$ cat src/rtl/core/mxt_pkg.sv
package mxt_pkg;

  localparam int VALUE_W = 21;
  localparam int INDEX_W = 11;

  typedef struct packed {
    logic [VALUE_W-1:0] value;
    logic               first;
  } in_word_t;

  typedef struct packed {
    logic [VALUE_W-1:0] best_xor;
    logic [INDEX_W-1:0] best_start;
    logic [INDEX_W-1:0] best_end;
    logic               improved;
    logic               overflow;
  } out_word_t;

  // controller to datapath
  typedef struct packed {
    logic take;        // latch input word, restart sequence on first
    logic check;       // latch capacity verdict
    logic begin_walk;  // point walk at root, top level
    logic fold;        // fold value into prefix, bump count
    logic ins_step;    // one insert level
    logic ins_zero;    // insert key zero at position zero
    logic qry_step;    // one query level
    logic eval;        // compare against best
    logic emit;        // load output register
  } cmd_t;

  // datapath to controller
  typedef struct packed {
    logic overflow;
    logic empty;
    logic last_level;
    logic out_free;
  } stat_t;

endpackage

$ cat src/rtl/core/mxt_ctrl.sv
module mxt_ctrl (
  input  logic          clk,
  input  logic          rst,
  input  logic          in_valid,
  output logic          in_stall,
  input  mxt_pkg::stat_t stat,
  output mxt_pkg::cmd_t  cmd
);

  typedef enum logic [2:0] {
    ST_IDLE,
    ST_CHECK,
    ST_ZINS,
    ST_QUERY,
    ST_EVAL,
    ST_INSERT,
    ST_EMIT
  } state_t;

  state_t state, state_next;

  always_comb begin
    cmd        = '0;
    state_next = state;
    case (state)
      ST_IDLE: begin
        if (in_valid) begin
          cmd.take   = 1'b1;
          state_next = ST_CHECK;
        end
      end
      ST_CHECK: begin
        cmd.check = 1'b1;
        if (stat.overflow) begin
          state_next = ST_EMIT;
        end else if (stat.empty) begin
          cmd.begin_walk = 1'b1;
          state_next     = ST_ZINS;
        end else begin
          cmd.begin_walk = 1'b1;
          cmd.fold       = 1'b1;
          state_next     = ST_QUERY;
        end
      end
      ST_ZINS: begin
        // seed the trie with prefix zero at position zero
        cmd.ins_step = 1'b1;
        cmd.ins_zero = 1'b1;
        if (stat.last_level) begin
          cmd.begin_walk = 1'b1;
          cmd.fold       = 1'b1;
          state_next     = ST_QUERY;
        end
      end
      ST_QUERY: begin
        cmd.qry_step = 1'b1;
        if (stat.last_level) begin
          state_next = ST_EVAL;
        end
      end
      ST_EVAL: begin
        cmd.eval       = 1'b1;
        cmd.begin_walk = 1'b1;
        state_next     = ST_INSERT;
      end
      ST_INSERT: begin
        cmd.ins_step = 1'b1;
        if (stat.last_level) begin
          state_next = ST_EMIT;
        end
      end
      ST_EMIT: begin
        if (stat.out_free) begin
          cmd.emit   = 1'b1;
          state_next = ST_IDLE;
        end
      end
      default: begin
        state_next = ST_IDLE;
      end
    endcase
  end

  always_ff @(posedge clk) begin
    if (rst) begin
      state <= ST_IDLE;
    end else begin
      state <= state_next;
    end
  end

  assign in_stall = (state != ST_IDLE);

endmodule

$ cat config.mk
export PLATFORM = sky130hd
export DESIGN_NAME = mxt_ctrl
export DESIGN_NICKNAME = d
export VERILOG_FILES = /design/src/rtl/core/mxt_pkg.sv /design/src/rtl/core/mxt_ctrl.sv
export SDC_FILE = /design/constraint.sdc
export NUM_CORES = 1
export LEC_CHECK = 0
export ABC_AREA = 1
export BUFFER_PORTS_ARGS = -buffer_cell sky130_fd_sc_hd__buf_2
export CORE_AREA = 4 4 41 43
export CTS_CLUSTER_DIAMETER = 80
export DETAILED_ROUTE_END_ITERATION = 10
export DIE_AREA = 0 0 45 47
export PLACE_DENSITY = 0.6
export SYNTH_ARGS = -nofsm -noshare
export SYNTH_HDL_FRONTEND = slang
export SYNTH_SLANG_ARGS = --single-unit
$ cat constraint.sdc
create_clock -name clk -period 2.7 [get_ports clk]
set_input_delay 0.405 -clock clk [delete_from_list [all_inputs] [get_ports clk]]
set_output_delay 0.405 -clock clk [all_outputs]
set_load 0.02 [all_outputs]
Word level (Yosys, flattened, before mapping)
Index checks and enable logic that the tools add are counted.
{"block": "word_totals", "register_bits": 3, "wordCells": 38, "out_inout_bits": 10, "in_bits": 7}
{"block": "op_classes", "n_eq_ne": 11, "n_reduce_logical": 4, "mux": 22}
{"cell": "$pmux W3 S7", "n": 1}
{"cell": "$mux W3", "n": 6}
{"cell": "$mux W1", "n": 11}
{"cell": "$ne A2 B2 Y1 const B", "n": 5}
{"cell": "$eq A3 B3 Y1 const B", "n": 3}
{"cell": "$eq A3 B2 Y1 const B", "n": 2}
{"cell": "$reduce_and A5 Y1", "n": 1}
{"cell": "$mux W2", "n": 2}
{"cell": "$eq A3 B1 Y1 const B", "n": 1}
{"cell": "$logic_not A3 Y1", "n": 1}
{"cell": "$pmux W1 S3", "n": 1}
{"cell": "$reduce_bool A3 Y1", "n": 1}
{"cell": "$pmux W1 S2", "n": 1}
{"cell": "$reduce_or A2 Y1", "n": 1}

Depth between registers and ports, before layout
{"block": "logic_depth", "depth_word": 3, "depth_mapped": 10, "depth_no_buf": 9}

Least setup slack after synthesis
Ideal clock, no wire load.
{"block": "synth_timing", "kind": "register to output", "start": "reg state[1]", "end": "out cmd[6] (netlist bit)", "path_stages_with_launch": 7, "t_arrival_ns": 1.084, "n_path_buf": 1, "slack_ns": 1.211, "required_ns": 2.295, "path_cell_list": "dfxtp_1 buf_6 inv_2 nand2_1 nor2_1 a21oi_1 nand2_1"}
{"item": "from (decl)", "line": "mxt_ctrl.sv:20", "text": "state_t state, state_next;"}
{"item": "from (signal assigned)", "line": "mxt_ctrl.sv:88", "text": "state <= state_next;"}
{"item": "to (decl)", "line": "mxt_ctrl.sv:7", "text": "output mxt_pkg::cmd_t cmd"}

==> flow_metrics.env <==
export IMPL_run_status="complete, no violations"
export IMPL_synth_area_leaders="dfxtp_1 (18%), nand2_1 (17%), nor2_1 (10%)"
export IMPL_min_period_ns=1.697
export IMPL_yosys_cell_types_count=16
export IMPL_synth_ff_type="dfxtp_1"
export IMPL_synth_seq_area_share=0.1784
export IMPL_first_iter_violations=3
export IMPL_setup_viol=0
export IMPL_p_clk_frac=0.133
export IMPL_vias_per_cell=4.077
export IMPL_grt_pass1_vias=318
export IMPL_clk_pin_slew_worst_paths_ns=0.04
export IMPL_ctsResizeCount=0
export IMPL_cp_slowest_cell="dfxtp_1"
export IMPL_post_cts_setup_buffers=0
export IMPL_powerDensity_nw_per_um2=1383
export IMPL_fmax_mhz=589.4
export IMPL_drive_gt1_frac=0.4474
export IMPL_die_area_um2=2115
export IMPL_comb_power_share=0.679
export IMPL_max_stage_delay_ns=0.52
export IMPL_start_util=0.2587
export IMPL_grt_use_total=0.07886
export IMPL_regMostFlops="state"
export IMPL_h_tree_depth=1
export IMPL_p_leak_nw=0.2808
export IMPL_port_buffers=16
export IMPL_netlist_area_leader_share=0.1784
export IMPL_diodes=0
export IMPL_yosysTopAreaCell="dfxtp_1"
export IMPL_start_kind="flop"
export IMPL_seq_power_share=0.188
export IMPL_syn_to_final_growth_pct=30.48
export IMPL_nets=84
export IMPL_ir_worst_vdd_mv=0.5875
export IMPL_root_buffer="clkbuf_4"
export IMPL_synth_edf_count=0
export IMPL_hold_buffers=0
export IMPL_biggestRegsByFlops="state x3"
export IMPL_syn_area_um2=336.6
export IMPL_wire_per_inst_um=8.033
export IMPL_worstPathMaxFanout=8
export IMPL_fin_skew_ns=0.002617
export IMPL_arrival_ns=1.29
export IMPL_coreArea_um2=1301
export IMPL_relSlewSlack=0.7642
export IMPL_drtPass1Iterations=2
export IMPL_timing_critical_path_cells="inv_2 -> nand2_1 -> nor2_1 -> a21oi_1 -> nand2_1 -> buf_2"
export IMPL_crit_path_end_kind="output pin"
export IMPL_critical_path_class="flop to output pin"
export IMPL_ys_seq_elements=3
export IMPL_ys_warn_count=0
export IMPL_max_cap_violations=0
export IMPL_via_count=371
export IMPL_power_total_mw=0.6072
export IMPL_cp_data_required_time_ns=2.30
export IMPL_period_share=0.6283
export IMPL_clock_latency_ns=0.23
export IMPL_dpl_hpwl_um=623.4
export IMPL_cts_buffers=3
export IMPL_ios=17
export IMPL_synth_common_cells="nand2_1 (15), nor2_1 (9), inv_1 (6)"
export IMPL_hold_class="input port to flop"
export IMPL_p_sw_frac=0.5634
export IMPL_internal_power_mw=0.2651
export IMPL_crit_path_frequent_cell="nand2_1"
export IMPL_tightest_slew_ns=0.3532
export IMPL_setup_tns_ns=0
export IMPL_synth_most_common_cell="nand2_1"
export IMPL_drcViolationCount=0
export IMPL_antenna_found_initial=0
export IMPL_ant_nets=0
export IMPL_rsz0062_at_grt="no"
export IMPL_p_switching_mw=0.3421
export IMPL_grt_overflow=0
export IMPL_final_util=0.3375
export IMPL_syn_nets=65
export IMPL_routabilityCongestion=0.7123
export IMPL_cts_sinks=3
export IMPL_largest_reg_flops=3
export IMPL_grt_max_degree=10
export IMPL_die_y_um=47
export IMPL_wirelength_um=731
export IMPL_syn_avg_cell_area_um2=5.803
export IMPL_die_width_um=45
export IMPL_syn_inst=58
export IMPL_grt_pass1_wl_um=1186
export IMPL_drv_slew=0
export IMPL_finalHoldViolations=0
export IMPL_rows=13
export IMPL_async_flop_share=0
export IMPL_cts_tree="yes"
export IMPL_clockBufferDepth=2
through the flow:
step | hold slack, ns | instances | setup WS [ns] | instance area [µm²]
finish | 0.4402 | 91 | 1.003 | 439.2
global route | 0.4628 | 91 | 0.8785 | 439.2
CTS | 0.4396 | 91 | 0.9962 | 439.2
detailed placement | 0.6619 | 87 | 1.247 | 412.9
global placement | 0.6597 | 87 | 1.270 | 412.9
floorplan | 0.5864 | 58 | 1.211 | 336.6
cells in the final DEF (no fill, tap or decap):
cell type  instances
buf_2             16
nand2_1           15
nor2_1             9
inv_1              6
inv_2              5
nand2_2            3
nand3_1            3
nor2_2             3
clkbuf_4           3
dfxtp_1            3
nand3_2            2
o21ai_0            2
nor2_4             1
a21oi_1            1
nor3_1             1
nand2_4            1
a21boi_1           1
clkbuf_1           1
final timing paths:
kind            start  endpoint  slack (ns)  cells past startpoint
max          state[1]    cmd[6]        1.00                      6
min               rst  state[2]        0.44                      4
min reg2reg  state[2]  state[2]        0.66                      4
max reg2reg  state[1]  state[0]        1.47                      9
layer usage:
layer	track usage	share of wire	up-vias	routed length, µm
li1	-	-	209	-
met5	0	0	-	0
met4	0.07018	0.016	0	12
met2	0.1158	0.41	15	302
met3	0.01916	0.092	2	67
met1	0.09502	0.47	145	347
layout make-up:
type                    count  area [µm²]
inverters                  11       41.29
well taps                  15       18.77
multi-input cells          42       212.7
flip-flops and latches      3       60.06
clock buffers               4       26.28
fillers                   165       862.1
repair buffers             16       80.08
power groups by stage:
stage / Sequential [mW] / Clock, mW / Combinational, mW
after floorplan: 0.0802 / 0 / 0.379
after global placement: 0.114 / 0 / 0.420
after detailed placement: 0.116 / 0 / 0.417
after CTS: 0.114 / 0.0830 / 0.420
after global routing: 0.119 / 0.0878 / 0.464
final: 0.114 / 0.0807 / 0.413
cell families after synthesis:
| group | share of synthesized area |
|---|---|
| AOI/OAI and AO/OA | 0.06691 |
| buffers and inverters | 0.1896 |
| DFF | 0.1784 |
| and+or+nand+nor | 0.5650 |
worst max-delay path: cells and delay by family (launching register included):
family          cells  cell delay [ns]
compound gates      1             0.12
buf+inv             2             0.23
flops               1             0.52
simple gates        3             0.18
Power figures use the tool's default switching activity.
